## src/rtl/bfg_pkg.sv

```systemverilog
// ============================================================================
// Fuel gauge package
// Shared widths, register indexes, beat types and the cell discharge curve.
// ============================================================================
package bfg_pkg;

    localparam int TIME_W    = 32;
    localparam int CUR_W     = 20;
    localparam int CAP_W     = 16;
    localparam int MV_W      = 16;
    localparam int CELL_W    = 5;
    localparam int STABLE_W  = 24;
    localparam int SOC_W     = 7;
    localparam int CFG_W     = 24;
    localparam int CFG_IDX_W = 3;

    // Charge integration works in mA*ms; one mAh is 3600000 of them.
    localparam int MAMS_W   = 22;
    localparam int MAMS_LOG = 21;
    localparam logic [MAMS_W-1:0] MAMS_PER_MAH = MAMS_W'(3600000);

    localparam int DIV_W  = CUR_W + MAMS_W;
    localparam int DIVS_W = MAMS_W;
    localparam int MA_W   = CUR_W;
    localparam int Q_W    = TIME_W - MAMS_LOG;
    localparam int CQ_W   = CUR_W + Q_W;
    localparam int DM_W   = CQ_W + 1;

    localparam int CURVE_N = 22;
    localparam int SEG_W   = 5;
    localparam logic [MV_W-1:0]  CURVE_TOP_MV = MV_W'(4200);
    localparam logic [SOC_W-1:0] SOC_FULL     = SOC_W'(100);

    localparam logic [CFG_IDX_W-1:0] CFG_CAPACITY  = CFG_IDX_W'(0);
    localparam logic [CFG_IDX_W-1:0] CFG_MIN_MV    = CFG_IDX_W'(1);
    localparam logic [CFG_IDX_W-1:0] CFG_MAX_MV    = CFG_IDX_W'(2);
    localparam logic [CFG_IDX_W-1:0] CFG_CELLS     = CFG_IDX_W'(3);
    localparam logic [CFG_IDX_W-1:0] CFG_RECAL_MA  = CFG_IDX_W'(4);
    localparam logic [CFG_IDX_W-1:0] CFG_RECAL_MS  = CFG_IDX_W'(5);

    typedef struct packed {
        logic              command;
        logic [TIME_W-1:0] timestamp_ms;
        logic              current_available;
        logic              telemetry_valid;
        logic [CUR_W-1:0]  current_ma;
        logic [MV_W-1:0]   pack_mv;
    } in_t;

    typedef struct packed {
        logic [SOC_W-1:0] soc_percent;
        logic [SOC_W-1:0] voltage_soc_percent;
        logic [CAP_W-1:0] remaining_mah;
        logic [CAP_W-1:0] consumed_mah;
    } out_t;

    typedef struct packed {
        logic              done;
        logic [DIV_W-1:0]  quot;
        logic [DIVS_W-1:0] rem;
    } div_res_t;

    typedef struct packed {
        logic             found;
        logic [SEG_W-1:0] idx;
    } seg_t;

    function automatic logic [MV_W-1:0] curve_mv(input logic [SEG_W-1:0] i);
        logic [MV_W-1:0] v;
        case (i)
            5'd0:    v = MV_W'(4200);
            5'd1:    v = MV_W'(4175);
            5'd2:    v = MV_W'(4150);
            5'd3:    v = MV_W'(4125);
            5'd4:    v = MV_W'(4100);
            5'd5:    v = MV_W'(4075);
            5'd6:    v = MV_W'(4050);
            5'd7:    v = MV_W'(4000);
            5'd8:    v = MV_W'(3950);
            5'd9:    v = MV_W'(3900);
            5'd10:   v = MV_W'(3850);
            5'd11:   v = MV_W'(3800);
            5'd12:   v = MV_W'(3750);
            5'd13:   v = MV_W'(3700);
            5'd14:   v = MV_W'(3650);
            5'd15:   v = MV_W'(3600);
            5'd16:   v = MV_W'(3550);
            5'd17:   v = MV_W'(3500);
            5'd18:   v = MV_W'(3450);
            5'd19:   v = MV_W'(3400);
            5'd20:   v = MV_W'(3300);
            5'd21:   v = MV_W'(3200);
            default: v = MV_W'(3200);
        endcase
        return v;
    endfunction

    function automatic logic [SOC_W-1:0] curve_soc(input logic [SEG_W-1:0] i);
        logic [SOC_W-1:0] v;
        case (i)
            5'd0:    v = SOC_W'(100);
            5'd1:    v = SOC_W'(99);
            5'd2:    v = SOC_W'(97);
            5'd3:    v = SOC_W'(94);
            5'd4:    v = SOC_W'(91);
            5'd5:    v = SOC_W'(88);
            5'd6:    v = SOC_W'(87);
            5'd7:    v = SOC_W'(85);
            5'd8:    v = SOC_W'(79);
            5'd9:    v = SOC_W'(72);
            5'd10:   v = SOC_W'(64);
            5'd11:   v = SOC_W'(56);
            5'd12:   v = SOC_W'(48);
            5'd13:   v = SOC_W'(40);
            5'd14:   v = SOC_W'(32);
            5'd15:   v = SOC_W'(24);
            5'd16:   v = SOC_W'(17);
            5'd17:   v = SOC_W'(11);
            5'd18:   v = SOC_W'(6);
            5'd19:   v = SOC_W'(3);
            5'd20:   v = SOC_W'(1);
            5'd21:   v = SOC_W'(0);
            default: v = SOC_W'(0);
        endcase
        return v;
    endfunction

    // The first curve segment that holds the cell voltage wins.
    function automatic seg_t seg_find(input logic [MV_W-1:0] cell_mv);
        seg_t s;
        s.found = 1'b0;
        s.idx   = '0;
        for (int i = CURVE_N - 2; i >= 0; i--) begin
            if (cell_mv >= curve_mv(SEG_W'(i + 1)) && cell_mv <= curve_mv(SEG_W'(i))) begin
                s.found = 1'b1;
                s.idx   = SEG_W'(i);
            end
        end
        return s;
    endfunction

endpackage

```

## src/rtl/bfg_div.sv

```systemverilog
// ============================================================================
// Fuel gauge divider
// Restoring divider that retires one quotient bit per cycle.
// ============================================================================
module bfg_div (
    input  logic                      aclk,
    input  logic                      aresetn,
    input  logic                      start,
    input  logic [bfg_pkg::DIV_W-1:0]  dividend,
    input  logic [bfg_pkg::DIVS_W-1:0] divisor,
    output bfg_pkg::div_res_t          res
);
    import bfg_pkg::*;

    localparam int CNT_W = $clog2(DIV_W + 1);

    logic [DIV_W-1:0]  quot_reg, quot_next;
    logic [DIVS_W-1:0] rem_reg, rem_next;
    logic [DIVS_W-1:0] dvs_reg, dvs_next;
    logic [CNT_W-1:0]  cnt_reg, cnt_next;
    logic              busy_reg, busy_next;
    logic              done_reg, done_next;
    logic [DIVS_W:0]   trial;
    logic [DIVS_W:0]   diff;
    logic              ge;

    always_comb begin
        trial = {rem_reg, quot_reg[DIV_W-1]};
        diff  = trial - {1'b0, dvs_reg};
        ge    = trial >= {1'b0, dvs_reg};
        quot_next = quot_reg;
        rem_next  = rem_reg;
        dvs_next  = dvs_reg;
        cnt_next  = cnt_reg;
        busy_next = busy_reg;
        done_next = 1'b0;
        if (start) begin
            quot_next = dividend;
            rem_next  = '0;
            dvs_next  = divisor;
            cnt_next  = CNT_W'(DIV_W);
            busy_next = 1'b1;
        end else if (busy_reg) begin
            rem_next  = ge ? diff[DIVS_W-1:0] : trial[DIVS_W-1:0];
            quot_next = {quot_reg[DIV_W-2:0], ge};
            cnt_next  = cnt_reg - CNT_W'(1);
            if (cnt_reg == CNT_W'(1)) begin
                busy_next = 1'b0;
                done_next = 1'b1;
            end
        end
    end

    always_ff @(posedge aclk) begin
        quot_reg <= quot_next;
        rem_reg  <= rem_next;
        dvs_reg  <= dvs_next;
        cnt_reg  <= cnt_next;
        if (!aresetn) begin
            busy_reg <= 1'b0;
            done_reg <= 1'b0;
        end else begin
            busy_reg <= busy_next;
            done_reg <= done_next;
        end
    end

    assign res.done = done_reg;
    assign res.quot = quot_reg;
    assign res.rem  = rem_reg;

endmodule

```

## src/rtl/battery_coulomb_fuel_gauge.sv

```systemverilog
// ============================================================================
// Battery coulomb fuel gauge
// Coulomb counter with voltage recalibration and usable-window reporting.
// ============================================================================
// Each input beat is either a measurement tick or a refill command. The gauge
// integrates current over the time since the last tick, keeps the fraction
// of a mAh as a remainder and blends in a voltage estimate after the first
// tick and after a stable idle window. Every input beat yields one result
// beat with the state of charge, the voltage-only state of charge, the usable
// remaining charge and the consumed charge.
// A single shared divider that produces one quotient bit per cycle does up to
// twelve 42-bit divisions per item. One item is in work at a time; s_ready is
// high while the sequencer is idle, and a new item is accepted while a
// finished result waits in the output register. When the receiver stalls, the
// next result waits in the sequencer until the output register is free.
// Configuration writes take effect at once; the user must make them while the
// gauge is idle, which the block does not enforce. Writing the capacity
// refills the gauge. Reset clears the charge and timing state and loads the
// register reset values.
// ============================================================================
module battery_coulomb_fuel_gauge (
    input  logic                         aclk,
    input  logic                         aresetn,
    input  logic                         s_valid,
    output logic                         s_ready,
    input  bfg_pkg::in_t                 s_data,
    output logic                         m_valid,
    input  logic                         m_ready,
    output bfg_pkg::out_t                m_data,
    input  logic                         cfg_we,
    input  logic [bfg_pkg::CFG_IDX_W-1:0] cfg_index,
    input  logic [bfg_pkg::CFG_W-1:0]     cfg_data
);
    import bfg_pkg::*;

    typedef enum logic [4:0] {
        S_IDLE, S_LK_GO, S_LK_WT, S_IN_GO, S_IN_WT, S_LK_NEXT, S_SC, S_SC_GO,
        S_SC_WT, S_US, S_R_GO, S_R_WT, S_U_GO, S_U_WT, S_UPD, S_V_GO, S_V_WT,
        S_B_GO, S_B_WT, S_DT_GO, S_DT_WT, S_PT_GO, S_PT_WT, S_FIN, S_SO_GO,
        S_SO_WT, S_OUT
    } state_t;

    state_t st_reg, st_next;

    logic [CAP_W-1:0]    cap_reg, cap_next;
    logic [MV_W-1:0]     minmv_reg, minmv_next;
    logic [MV_W-1:0]     maxmv_reg, maxmv_next;
    logic [CELL_W-1:0]   cells_reg, cells_next;
    logic [CUR_W-1:0]    thr_reg, thr_next;
    logic [STABLE_W-1:0] stable_reg, stable_next;

    logic [CAP_W-1:0]  charge_reg, charge_next;
    logic [TIME_W-1:0] last_reg, last_next;
    logic [MAMS_W-1:0] chrem_reg, chrem_next;
    logic [TIME_W-1:0] idle_reg, idle_next;

    in_t              item_reg, item_next;
    logic [1:0]       lk_sel_reg, lk_sel_next;
    logic [SOC_W-1:0] lk_val_reg, lk_val_next;
    logic [MV_W-1:0]  cell_reg, cell_next;
    logic [SEG_W-1:0] seg_reg, seg_next;
    logic [SOC_W-1:0] smin_reg, smin_next;
    logic [SOC_W-1:0] smax_reg, smax_next;
    logic [SOC_W-1:0] sa_reg, sa_next;
    logic [SOC_W-1:0] vs_reg, vs_next;
    logic [CAP_W-1:0] r_reg, r_next;
    logic [CAP_W-1:0] u_reg, u_next;
    logic [CAP_W-1:0] vrem_reg, vrem_next;
    logic [MAMS_W-1:0] dtr_reg, dtr_next;
    logic [CQ_W-1:0]  curq_reg, curq_next;
    logic [CAP_W-1:0] urem_reg, urem_next;
    logic [SOC_W-1:0] soc_reg, soc_next;
    logic [CAP_W-1:0] remout_reg, remout_next;
    logic             m_valid_reg, m_valid_next;
    out_t             m_data_reg, m_data_next;

    logic [CELL_W-1:0] cells_eff;
    logic [MV_W-1:0]   win_lo, win_hi, lk_v;
    logic [MV_W-1:0]   seg_hi, seg_lo;
    logic [SOC_W-1:0]  seg_drop;
    seg_t              fnd;
    logic [TIME_W-1:0] age, dt;
    logic [DM_W-1:0]   dmah;
    logic [CAP_W:0]    vsum;
    logic [CAP_W-1:0]  cap_left, urem_c, new_charge;
    logic [SOC_W-1:0]  vs_out;

    logic              div_start, op_direct;
    logic [MA_W-1:0]   op_a;
    logic [MAMS_W-1:0] op_b, op_add;
    logic [DIVS_W-1:0] op_div;
    logic [DIV_W-1:0]  prod, dividend;
    div_res_t          div_res;

    bfg_div u_div (
        .aclk     (aclk),
        .aresetn  (aresetn),
        .start    (div_start),
        .dividend (dividend),
        .divisor  (op_div),
        .res      (div_res)
    );

    assign cells_eff = (cells_reg == '0) ? CELL_W'(1) : cells_reg;
    assign win_lo    = (maxmv_reg < minmv_reg) ? maxmv_reg : minmv_reg;
    assign win_hi    = (maxmv_reg < minmv_reg) ? minmv_reg : maxmv_reg;
    assign lk_v      = (lk_sel_reg == 2'd0) ? win_lo :
                       (lk_sel_reg == 2'd1) ? win_hi : item_reg.pack_mv;
    assign seg_hi    = curve_mv(seg_reg);
    assign seg_lo    = curve_mv(seg_reg + SEG_W'(1));
    assign seg_drop  = curve_soc(seg_reg) - curve_soc(seg_reg + SEG_W'(1));
    assign fnd       = seg_find(div_res.quot[MV_W-1:0]);
    assign age       = item_reg.timestamp_ms - idle_reg;
    assign dt        = item_reg.timestamp_ms - last_reg;
    assign dmah      = DM_W'(curq_reg) + div_res.quot[DM_W-1:0];
    assign vsum      = {1'b0, r_reg} + {1'b0, div_res.quot[CAP_W-1:0]};
    assign cap_left  = cap_reg - r_reg;
    assign vs_out    = item_reg.telemetry_valid ? vs_reg : '0;
    assign urem_c    = (charge_reg <= r_reg) ? '0 :
                       ((charge_reg - r_reg) > u_reg) ? u_reg : (charge_reg - r_reg);
    assign new_charge = (dmah <= DM_W'(charge_reg)) ?
                        (charge_reg - dmah[CAP_W-1:0]) : '0;

    assign prod     = DIV_W'(op_a) * DIV_W'(op_b);
    assign dividend = op_direct ? DIV_W'(dt) : (prod + DIV_W'(op_add));

    always_comb begin
        div_start = 1'b0;
        op_direct = 1'b0;
        op_a      = '0;
        op_b      = '0;
        op_add    = '0;
        op_div    = DIVS_W'(1);
        case (st_reg)
            S_LK_GO: begin
                div_start = 1'b1;
                op_a      = MA_W'(lk_v);
                op_b      = MAMS_W'(1);
                op_div    = DIVS_W'(cells_eff);
            end
            S_IN_GO: begin
                div_start = 1'b1;
                op_a      = MA_W'(seg_hi - cell_reg);
                op_b      = MAMS_W'(seg_drop);
                op_div    = DIVS_W'(seg_hi - seg_lo);
            end
            S_SC_GO: begin
                div_start = 1'b1;
                op_a      = MA_W'(sa_reg - smin_reg);
                op_b      = MAMS_W'(SOC_FULL);
                op_div    = DIVS_W'(smax_reg - smin_reg);
            end
            S_R_GO: begin
                div_start = 1'b1;
                op_a      = MA_W'(cap_reg);
                op_b      = MAMS_W'(smin_reg);
                op_div    = DIVS_W'(SOC_FULL);
            end
            S_U_GO: begin
                div_start = 1'b1;
                op_a      = MA_W'(cap_reg);
                op_b      = MAMS_W'(smax_reg - smin_reg);
                op_div    = DIVS_W'(SOC_FULL);
            end
            S_V_GO: begin
                div_start = 1'b1;
                op_a      = MA_W'(vs_reg);
                op_b      = MAMS_W'(u_reg);
                op_div    = DIVS_W'(SOC_FULL);
            end
            S_B_GO: begin
                div_start = 1'b1;
                op_a      = MA_W'(charge_reg);
                op_b      = MAMS_W'(9);
                op_add    = MAMS_W'(vrem_reg);
                op_div    = DIVS_W'(10);
            end
            S_DT_GO: begin
                div_start = 1'b1;
                op_direct = 1'b1;
                op_div    = MAMS_PER_MAH;
            end
            S_PT_GO: begin
                div_start = 1'b1;
                op_a      = item_reg.current_ma;
                op_b      = dtr_reg;
                op_add    = chrem_reg;
                op_div    = MAMS_PER_MAH;
            end
            S_SO_GO: begin
                div_start = 1'b1;
                if (item_reg.current_available) begin
                    op_a   = MA_W'(urem_reg);
                    op_b   = MAMS_W'(SOC_FULL);
                    op_div = DIVS_W'(u_reg);
                end else begin
                    op_a   = MA_W'(u_reg);
                    op_b   = MAMS_W'(soc_reg);
                    op_div = DIVS_W'(SOC_FULL);
                end
            end
            default: begin
                div_start = 1'b0;
            end
        endcase
    end

    always_comb begin
        st_next      = st_reg;
        cap_next     = cap_reg;
        minmv_next   = minmv_reg;
        maxmv_next   = maxmv_reg;
        cells_next   = cells_reg;
        thr_next     = thr_reg;
        stable_next  = stable_reg;
        charge_next  = charge_reg;
        last_next    = last_reg;
        chrem_next   = chrem_reg;
        idle_next    = idle_reg;
        item_next    = item_reg;
        lk_sel_next  = lk_sel_reg;
        lk_val_next  = lk_val_reg;
        cell_next    = cell_reg;
        seg_next     = seg_reg;
        smin_next    = smin_reg;
        smax_next    = smax_reg;
        sa_next      = sa_reg;
        vs_next      = vs_reg;
        r_next       = r_reg;
        u_next       = u_reg;
        vrem_next    = vrem_reg;
        dtr_next     = dtr_reg;
        curq_next    = curq_reg;
        urem_next    = urem_reg;
        soc_next     = soc_reg;
        remout_next  = remout_reg;
        m_data_next  = m_data_reg;
        m_valid_next = m_valid_reg;
        if (m_valid_reg && m_ready) begin
            m_valid_next = 1'b0;
        end

        case (st_reg)
            S_IDLE: begin
                if (s_valid) begin
                    item_next   = s_data;
                    lk_sel_next = 2'd0;
                    st_next     = S_LK_GO;
                end
            end
            S_LK_GO: st_next = S_LK_WT;
            S_LK_WT: begin
                if (div_res.done) begin
                    cell_next = div_res.quot[MV_W-1:0];
                    seg_next  = fnd.idx;
                    if (fnd.found) begin
                        st_next = S_IN_GO;
                    end else begin
                        lk_val_next = (div_res.quot[MV_W-1:0] > CURVE_TOP_MV) ? SOC_FULL : '0;
                        st_next     = S_LK_NEXT;
                    end
                end
            end
            S_IN_GO: st_next = S_IN_WT;
            S_IN_WT: begin
                if (div_res.done) begin
                    lk_val_next = curve_soc(seg_reg) - div_res.quot[SOC_W-1:0];
                    st_next     = S_LK_NEXT;
                end
            end
            S_LK_NEXT: begin
                case (lk_sel_reg)
                    2'd0: begin
                        smin_next   = lk_val_reg;
                        lk_sel_next = 2'd1;
                        st_next     = S_LK_GO;
                    end
                    2'd1: begin
                        smax_next   = (lk_val_reg < smin_reg) ? smin_reg : lk_val_reg;
                        lk_sel_next = 2'd2;
                        st_next     = S_LK_GO;
                    end
                    default: begin
                        sa_next = lk_val_reg;
                        st_next = S_SC;
                    end
                endcase
            end
            S_SC: begin
                if (smax_reg <= smin_reg || sa_reg <= smin_reg) begin
                    vs_next = '0;
                    st_next = S_US;
                end else if (sa_reg >= smax_reg) begin
                    vs_next = SOC_FULL;
                    st_next = S_US;
                end else begin
                    st_next = S_SC_GO;
                end
            end
            S_SC_GO: st_next = S_SC_WT;
            S_SC_WT: begin
                if (div_res.done) begin
                    vs_next = div_res.quot[SOC_W-1:0];
                    st_next = S_US;
                end
            end
            S_US: begin
                if (cap_reg == '0) begin
                    r_next  = '0;
                    u_next  = '0;
                    st_next = S_UPD;
                end else begin
                    st_next = S_R_GO;
                end
            end
            S_R_GO: st_next = S_R_WT;
            S_R_WT: begin
                if (div_res.done) begin
                    r_next  = (div_res.quot > DIV_W'(cap_reg)) ? cap_reg :
                              div_res.quot[CAP_W-1:0];
                    st_next = S_U_GO;
                end
            end
            S_U_GO: st_next = S_U_WT;
            S_U_WT: begin
                if (div_res.done) begin
                    u_next  = (div_res.quot > DIV_W'(cap_left)) ? cap_left :
                              div_res.quot[CAP_W-1:0];
                    st_next = S_UPD;
                end
            end
            S_UPD: begin
                if (item_reg.command) begin
                    charge_next = cap_reg;
                    chrem_next  = '0;
                    idle_next   = '0;
                    st_next     = S_FIN;
                end else if (!item_reg.current_available) begin
                    last_next = item_reg.timestamp_ms;
                    idle_next = '0;
                    st_next   = S_FIN;
                end else if (last_reg == '0) begin
                    last_next = item_reg.timestamp_ms;
                    idle_next = '0;
                    st_next   = item_reg.telemetry_valid ? S_V_GO : S_FIN;
                end else if (item_reg.current_ma <= thr_reg) begin
                    if (idle_reg == '0) begin
                        idle_next = item_reg.timestamp_ms;
                        st_next   = S_DT_GO;
                    end else if (age >= TIME_W'(stable_reg)) begin
                        chrem_next = '0;
                        last_next  = item_reg.timestamp_ms;
                        idle_next  = item_reg.timestamp_ms;
                        st_next    = item_reg.telemetry_valid ? S_V_GO : S_FIN;
                    end else begin
                        st_next = S_DT_GO;
                    end
                end else begin
                    idle_next = '0;
                    st_next   = S_DT_GO;
                end
            end
            S_V_GO: st_next = S_V_WT;
            S_V_WT: begin
                if (div_res.done) begin
                    vrem_next = (vsum > {1'b0, cap_reg}) ? cap_reg : vsum[CAP_W-1:0];
                    st_next   = S_B_GO;
                end
            end
            S_B_GO: st_next = S_B_WT;
            S_B_WT: begin
                if (div_res.done) begin
                    charge_next = (div_res.quot > DIV_W'(cap_reg)) ? cap_reg :
                                  div_res.quot[CAP_W-1:0];
                    st_next     = S_FIN;
                end
            end
            S_DT_GO: st_next = S_DT_WT;
            S_DT_WT: begin
                if (div_res.done) begin
                    dtr_next  = div_res.rem;
                    curq_next = CQ_W'(item_reg.current_ma) * CQ_W'(div_res.quot[Q_W-1:0]);
                    st_next   = S_PT_GO;
                end
            end
            S_PT_GO: st_next = S_PT_WT;
            S_PT_WT: begin
                if (div_res.done) begin
                    chrem_next  = div_res.rem;
                    charge_next = (new_charge > cap_reg) ? cap_reg : new_charge;
                    last_next   = item_reg.timestamp_ms;
                    st_next     = S_FIN;
                end
            end
            S_FIN: begin
                urem_next = urem_c;
                if (item_reg.current_available) begin
                    remout_next = urem_c;
                    if (u_reg == '0) begin
                        soc_next = '0;
                        st_next  = S_OUT;
                    end else begin
                        st_next = S_SO_GO;
                    end
                end else begin
                    soc_next = vs_out;
                    st_next  = S_SO_GO;
                end
            end
            S_SO_GO: st_next = S_SO_WT;
            S_SO_WT: begin
                if (div_res.done) begin
                    if (item_reg.current_available) begin
                        soc_next = (div_res.quot > DIV_W'(SOC_FULL)) ? SOC_FULL :
                                   div_res.quot[SOC_W-1:0];
                    end else begin
                        remout_next = div_res.quot[CAP_W-1:0];
                    end
                    st_next = S_OUT;
                end
            end
            S_OUT: begin
                if (!m_valid_reg || m_ready) begin
                    m_data_next.soc_percent         = soc_reg;
                    m_data_next.voltage_soc_percent = vs_out;
                    m_data_next.remaining_mah       = remout_reg;
                    m_data_next.consumed_mah        = (u_reg == '0) ? '0 : (u_reg - urem_reg);
                    m_valid_next = 1'b1;
                    st_next      = S_IDLE;
                end
            end
            default: st_next = S_IDLE;
        endcase

        if (cfg_we) begin
            case (cfg_index)
                CFG_CAPACITY: begin
                    cap_next    = cfg_data[CAP_W-1:0];
                    charge_next = cfg_data[CAP_W-1:0];
                    chrem_next  = '0;
                    idle_next   = '0;
                end
                CFG_MIN_MV:   minmv_next  = cfg_data[MV_W-1:0];
                CFG_MAX_MV:   maxmv_next  = cfg_data[MV_W-1:0];
                CFG_CELLS:    cells_next  = cfg_data[CELL_W-1:0];
                CFG_RECAL_MA: thr_next    = cfg_data[CUR_W-1:0];
                CFG_RECAL_MS: stable_next = cfg_data[STABLE_W-1:0];
                default:      cap_next    = cap_reg;
            endcase
        end
    end

    always_ff @(posedge aclk) begin
        item_reg   <= item_next;
        lk_sel_reg <= lk_sel_next;
        lk_val_reg <= lk_val_next;
        cell_reg   <= cell_next;
        seg_reg    <= seg_next;
        smin_reg   <= smin_next;
        smax_reg   <= smax_next;
        sa_reg     <= sa_next;
        vs_reg     <= vs_next;
        r_reg      <= r_next;
        u_reg      <= u_next;
        vrem_reg   <= vrem_next;
        dtr_reg    <= dtr_next;
        curq_reg   <= curq_next;
        urem_reg   <= urem_next;
        soc_reg    <= soc_next;
        remout_reg <= remout_next;
        m_data_reg <= m_data_next;
        if (!aresetn) begin
            st_reg      <= S_IDLE;
            m_valid_reg <= 1'b0;
            cap_reg     <= '0;
            minmv_reg   <= '0;
            maxmv_reg   <= '1;
            cells_reg   <= CELL_W'(1);
            thr_reg     <= '0;
            stable_reg  <= STABLE_W'(5000);
            charge_reg  <= '0;
            last_reg    <= '0;
            chrem_reg   <= '0;
            idle_reg    <= '0;
        end else begin
            st_reg      <= st_next;
            m_valid_reg <= m_valid_next;
            cap_reg     <= cap_next;
            minmv_reg   <= minmv_next;
            maxmv_reg   <= maxmv_next;
            cells_reg   <= cells_next;
            thr_reg     <= thr_next;
            stable_reg  <= stable_next;
            charge_reg  <= charge_next;
            last_reg    <= last_next;
            chrem_reg   <= chrem_next;
            idle_reg    <= idle_next;
        end
    end

    assign s_ready = (st_reg == S_IDLE);
    assign m_valid = m_valid_reg;
    assign m_data  = m_data_reg;

endmodule

```

## config.mk

```make
export PLATFORM = sky130hd
export DESIGN_NAME = battery_coulomb_fuel_gauge
export DESIGN_NICKNAME = d
export VERILOG_FILES = /design/src/rtl/bfg_pkg.sv /design/src/rtl/bfg_div.sv /design/src/rtl/battery_coulomb_fuel_gauge.sv
export SDC_FILE = /design/constraint.sdc
export NUM_CORES = 2
export LEC_CHECK = 0
export BUFFER_PORTS_ARGS = -buffer_cell sky130_fd_sc_hd__buf_4
export CORE_ASPECT_RATIO = 0.6
export CORE_UTILIZATION = 35
export DETAILED_ROUTE_END_ITERATION = 6
export GPL_ROUTABILITY_DRIVEN = 1
export HOLD_SLACK_MARGIN = 0.03
export PLACE_DENSITY_LB_ADDON = 0.08
export SETUP_SLACK_MARGIN = 0.05
export SLEW_MARGIN = 20
export SYNTH_ARGS = -nofsm -noshare
export SYNTH_HDL_FRONTEND = slang
export SYNTH_HIERARCHICAL = 1
export SYNTH_SLANG_ARGS = --single-unit
```

## constraint.sdc

```tcl
create_clock -name aclk -period 16.28 [get_ports aclk]
set_clock_uncertainty 0.05 [all_clocks]
set_input_delay 1.628 -clock aclk [delete_from_list [all_inputs] [get_ports aclk]]
set_output_delay 1.628 -clock aclk [all_outputs]
set_load 0.1 [all_outputs]
```

Word level (Yosys, flattened, before mapping)
Memory sizes are Yosys's and may differ from the RTL's.
Index checks and enable logic that the tools add are counted.

storage, ports and cells
  bits of input ports = 103
  ROM bits = 1504
  flip-flop bits (word level) = 614
  memories kept = 5

memories
  memory            depth  bits a word  rd ports  clocked after memory_dff  write ports  RTL line        source
  (name not given)  32     13           1         0                         0            bfg_pkg.sv:70   case (i)
  (name not given)  32     13           1         0                         0            bfg_pkg.sv:70
  (name not given)  32     7            1         0                         0            bfg_pkg.sv:100  case (i)
  (name not given)  32     7            1         0                         0            bfg_pkg.sv:100
  (name not given)  32     7            1         0                         0            bfg_pkg.sv:100

cells by class
  reduce and logical (&&, ||, !) cells = 75
  add/sub/neg operators = 18
  order comparisons = 59
  bitwise gates (word level) = 3
  multiplexer cells = 143
  equality and inequality tests = 57
  multiply operators = 2

operator list
  kind                                                                                    count
  32-bit 2-to-1 mux                                                                       16
  16-bit 2-to-1 mux                                                                       24
  16-bit by 12-bit greater-or-equal comparator with 1-bit output (second input constant)  17
  16-bit by 12-bit less-or-equal comparator with 1-bit output (second input constant)     16
  22-bit 2-to-1 mux                                                                       10
  22-bit case mux with 9 select lines                                                     1
  20-bit case mux with 8 select lines                                                     1
  22-bit case mux with 7 select lines                                                     1
  5-bit case mux with 26 select lines                                                     1
  42-bit 2-to-1 mux                                                                       3
  6-bit 2-to-1 mux                                                                        21
  7-bit 2-to-1 mux                                                                        17
  5-bit 2-to-1 mux                                                                        20
  16-bit case mux with 2 select lines                                                     3
  22-bit case mux with 2 select lines                                                     2
  42-bit by 16-bit > comparator with 1-bit output                                         2
  16-bit by 13-bit less-or-equal comparator with 1-bit output (second input constant)     5
  16-bit by 13-bit greater-or-equal comparator with 1-bit output (second input constant)  4
  32-bit zero test                                                                        2
  32-bit case mux with 2 select lines                                                     1
  16-bit subtractor                                                                       4
  32-bit subtractor                                                                       2
  5-bit == test (second input constant)                                                   11
  16-bit case mux with 3 select lines                                                     1
  63 further kinds                                                                        172

Logic depth before layout (Yosys ltp)
  word-level depth = 26
  mapped depth = 46
  mapped depth without buffers = 44

Hierarchy
Netlist, hierarchy kept.

by module, submodules not included
  module                      instances  cells an instance  area an instance (um2)
  battery_coulomb_fuel_gauge  1          7041               61014.8
  bfg_div                     1          446                5023.6

Worst setup path after synthesis
OpenSTA, ideal clock, no wires.

  kind = register to register
  from = register seg_reg[0]
  to = register u_div.quot_reg[41], data pin
  clock period less this slack = 10.770 ns
  data arrival time = 10.460 ns
  required time = 15.970 ns
  setup slack = 5.510 ns
  stages on the path, launching flop included = 45
  setup time = 0.260 ns
  cell sequence = edfxtp_1 -> clkbuf_1 -> inv_1 -> ha_1 -> clkbuf_1 -> nor2_1 -> nor2_1 -> mux2i_1 -> o22ai_1 -> fa_1 -> a21o_1 -> a21oi_1 -> o21bai_1 -> a21oi_1 -> o21ba_2 -> o21ai_0 -> o21ba_2 -> a211o_1 -> (+9 left out) -> fa_1 -> fa_1 -> inv_1 -> fa_1 -> inv_1 -> ha_1 -> o21a_1 -> o21ai_0 -> nand2b_1 -> a31oi_1 -> nand3_1 -> o211a_1 -> a21o_1 -> a31o_2 -> a31oi_1 -> xnor2_1 -> and2_1 -> mux2_2

on the way
  longest elaborated chain between the ends = 8

ends and longest elaborated chain
  what                                                RTL line                           source
  from (decl)                                         battery_coulomb_fuel_gauge.sv:61   logic [SEG_W-1:0] seg_reg, seg_next;
  from (signal assigned)                              battery_coulomb_fuel_gauge.sv:458  seg_reg <= seg_next;
  5-bit by 1-bit adder with 5-bit output              battery_coulomb_fuel_gauge.sv:111  assign seg_drop = curve_soc(seg_reg) - curve_soc(seg_reg + SEG_W'(1));
  memory read 32 x 7 bit                              --
  7-bit subtractor                                    battery_coulomb_fuel_gauge.sv:111
  22-bit case mux with 9 select lines                 battery_coulomb_fuel_gauge.sv:134  case (st_reg)
  20-bit by 22-bit multiplier with 42-bit output (*)  battery_coulomb_fuel_gauge.sv:124  assign prod = DIV_W'(op_a) * DIV_W'(op_b);
  42-bit by 22-bit adder with 42-bit output (*)       battery_coulomb_fuel_gauge.sv:125  assign dividend = op_direct ? DIV_W'(dt) : (prod + DIV_W'(op_add));
  42-bit 2-to-1 mux (*)                               battery_coulomb_fuel_gauge.sv:125
  via dividend[41]                                    battery_coulomb_fuel_gauge.sv:92   logic [DIV_W-1:0] prod, dividend;
  42-bit 2-to-1 mux (*)                               bfg_div.sv:37                      if (start) begin
  via u_div.quot_next[41]                             bfg_div.sv:17                      logic [DIV_W-1:0] quot_reg, quot_next;
  to (signal assigned)                                bfg_div.sv:55                      quot_reg <= quot_next;
  to (decl)                                           bfg_div.sv:17

Mark *: on every way through the listed nets, which the timed path passes. The rest lies on a longest branch.
A chain may end at the register's enable or synchronous reset.

Worst setup path after layout
  from = register seg_reg[1]
  to = register u_div.quot_reg[40], data pin

Same word-level chain as after synthesis.

==> results.toml <==
[cts]
tritoncts = "built"
clk_latency_ns = 0.70
cts.clk_slew.worst_paths_ns = 0.07
cts_buffers = 73
cts_setup_buffers = 0
h-tree-depth = 3
clockBufferDepth = 3
root_buffer = "clkbuf_16"
clock_sinks = 614
cts_hold_buffers = 0
ctsResizeCount = 0

[floorplan]
die_h_um = 338.5
die-area_mm2 = 0.1905
fp-row-count = 123
die_width_um = 562.8
core_area_mm2 = 0.1874
ios = 151
floorplan.initialDensity = 0.3523

[sta]
final-hold-violation-count = 0
setup_tns_ns = 0
rsz0062_at_grt = "false"
slew_violations = 0
setup_viol_count_final = 0
slew_headroom = 0.09839
fmax_ghz = 0.07767
fin_crit_sh = 0.7908
min_period_ns = 12.87
hold_ws_ns = 0.3724
tightest_slew_ns = 1.338

[yosys]
ys_seq_elements = 614
ys_seq_area_frac = 0.2436
synth_area_per_cell_um2 = 8.820
yosys-top-cells-area = "edfxtp_1 (17%), fa_1 (17%), ha_1 (12%), dfxtp_1 (7.1%), inv_1 (5.4%)"
netlist_instances = 7487
synth_largest_area_cell = "edfxtp_1"
yosysMostFrequentCell = "inv_1"
yosysWarnings = 6
yosysTopAreaCellShare = 0.1723
synth-edff-count = 379
ys_types = 111
syn_area_mm2 = 0.06604
synthesis.nets = 8790
async_reset_ff_frac = 0
yosys-top-cells-count = "inv_1 (950), nand2_1 (938), ha_1 (646)"
synth_ff_type = "edfxtp_1"

[place]
gp_congestion = 0.9653
dp_hpwl_um = 226300
portBuffers = 150

[global_routing]
grt.overflow.total = 0
grt_pass1_vias = 55100
grt_max_degree = 89
grtUsageTotal = 0.2953
antenna_found_initial = 30
grt_pass1_wl_um = 407000

[worst_setup_path]
timing.critical_path.buf_inv = 7
crit_family = "adder cells"
cp_data_arrival_time_ns = 13.27
cp_slowest_stage_delay_ns = 0.87
worstSetupPathType = "flip-flop to flip-flop"
critPathMaxFanout = 22
critPathSlowestCell = "ha_1"
crit_required_ns = 16.67
worst_setup_path_end_kind = "flip-flop"
startpoint_type = "flip-flop"

[layout]
syn_to_final_growth_pct = 10.74
n_fill_cell = 19060
layout.nets = 8851
drive_gt1_frac = 0.08503
largest_reg_flops = 71

[pwr]
switching_share = 0.5130
power_leakage_nw = 32.17
cellPowerDensity_mw_per_mm2 = 227.1
p_switching_mw = 8.519
combPwrFrac = 0.736
finalPower_mw = 16.61
peakVddDrop_uv = 683.0
p_seq_frac = 0.156
p_int_mw = 8.087
power_frac_clock = 0.108

[route]
first_pass_iters = 7
vias_per_cell = 5.736
drt_iter0_drc = 7208
drc_errors = 1
routed_wl_um = 284600
wl_per_cell_um = 28.14
antenna_left = 0
vias = 58010

[hold_path]
worstHoldPathType = "flip-flop to flip-flop"

[flow_run]
drv_cap = 0

[status]
violations = "DRC"
outcome = "complete, but fails checks"
[final timing paths]
kind                                     from                  to  slack [ns]  depth (start not counted)
worst max-delay path               seg_reg[1]  u_div/quot_reg[40]        3.41                         39
worst min register to register  remout_reg[5]          m_data[21]        0.37                          0
worst max register to register     seg_reg[1]  u_div/quot_reg[40]        3.41                         39
worst min-delay path            remout_reg[5]          m_data[21]        0.37                          0
[final cells by class]
cell class | instances | area [um2] | share of cell area
multi-input cells | 5570 | 45270 | 0.6191
flip-flops and latches | 614 | 16090 | 0.2199
inverters | 954 | 3581 | 0.04896
well taps | 2500 | 3128 | 0.04277
repair buffers | 335 | 2531 | 0.03461
clock buffers | 93 | 1996 | 0.02729
clock inverters | 43 | 525.5 | 0.007186
diodes | 5 | 12.51 | 0.0001711
[per-stage QoR]
step                      area, um2    util  worst slack, ns  instances
after floorplan               66040       -            5.510       7487
after global routing          73120  0.3901            2.746      10110
final                         73130  0.3902            3.406      10110
after CTS                     73110  0.3900            3.730      10110
after global placement        70570  0.3765            3.884       9971
after detailed placement      70580  0.3766            3.778       9972
[cell families after synthesis]
kind of cell             after synthesis  share of synthesized area
flip-flops                           614                     0.2436
XOR/XNOR                             257                    0.03408
AND/OR/NAND/NOR                     2341                     0.1643
buffers and inverters               1303                    0.07535
AO/OA/AOI/OAI                       1582                     0.1619
multiplexers                         190                    0.03041
adder cells (fa/ha/maj)             1200                     0.2903
[worst reg2reg max path: cells and delay by family, from the launching register on]
family,cells,cell delay (ns)
adders and majority gates,12,5.38
AOI/OAI and AO/OA,11,3.78
and+or+nand+nor,6,1.13
DFF,1,0.77
buffers and inverters,7,0.71
xor gates and xnor gates,2,0.52
muxes,1,0.28
[power by group through the flow]
stage               Sequential, mW  Clock [mW]  Combinational (mW)
floorplan                     2.51           0                8.64
global placement              2.61           0                12.0
detailed placement            2.60           0                12.0
CTS                           2.57        1.83                12.1
global route                  2.59        1.89                13.7
finish                        2.58        1.80                12.2
[layer usage]
metal | vias up | GRT usage | wire length (um) | part of all wire
li1 | 25800 | - | - | -
met1 | 29120 | 0.4897 | 145200 | 0.51
met2 | 2742 | 0.3671 | 101300 | 0.36
met3 | 343 | 0.06945 | 30950 | 0.11
met4 | 6 | 0.06781 | 7028 | 0.025
met5 | - | 0 | 35 | 0.00012
[placed cells by master, fill, tap and decap left out, drive strengths merged, types with 49 or more instances in the layout]
cell type / n
xor2: 90
fa: 554
nor4: 64
nor2b: 77
o21ai: 319
a22o: 49
nand2: 938
nor2: 546
a21oi: 379
o31ai: 54
and2: 130
edfxtp: 379
inv: 957
o21a: 52
clkbuf: 94
nand4: 68
buf: 334
mux2: 72
nand3: 123
a211oi: 62
mux2i: 117
xnor2: 167
nand2b: 86
a21o: 151
dfxtp: 235
a21boi: 90
nor3: 106
ha: 646
Power figures use the tool's default switching activity.
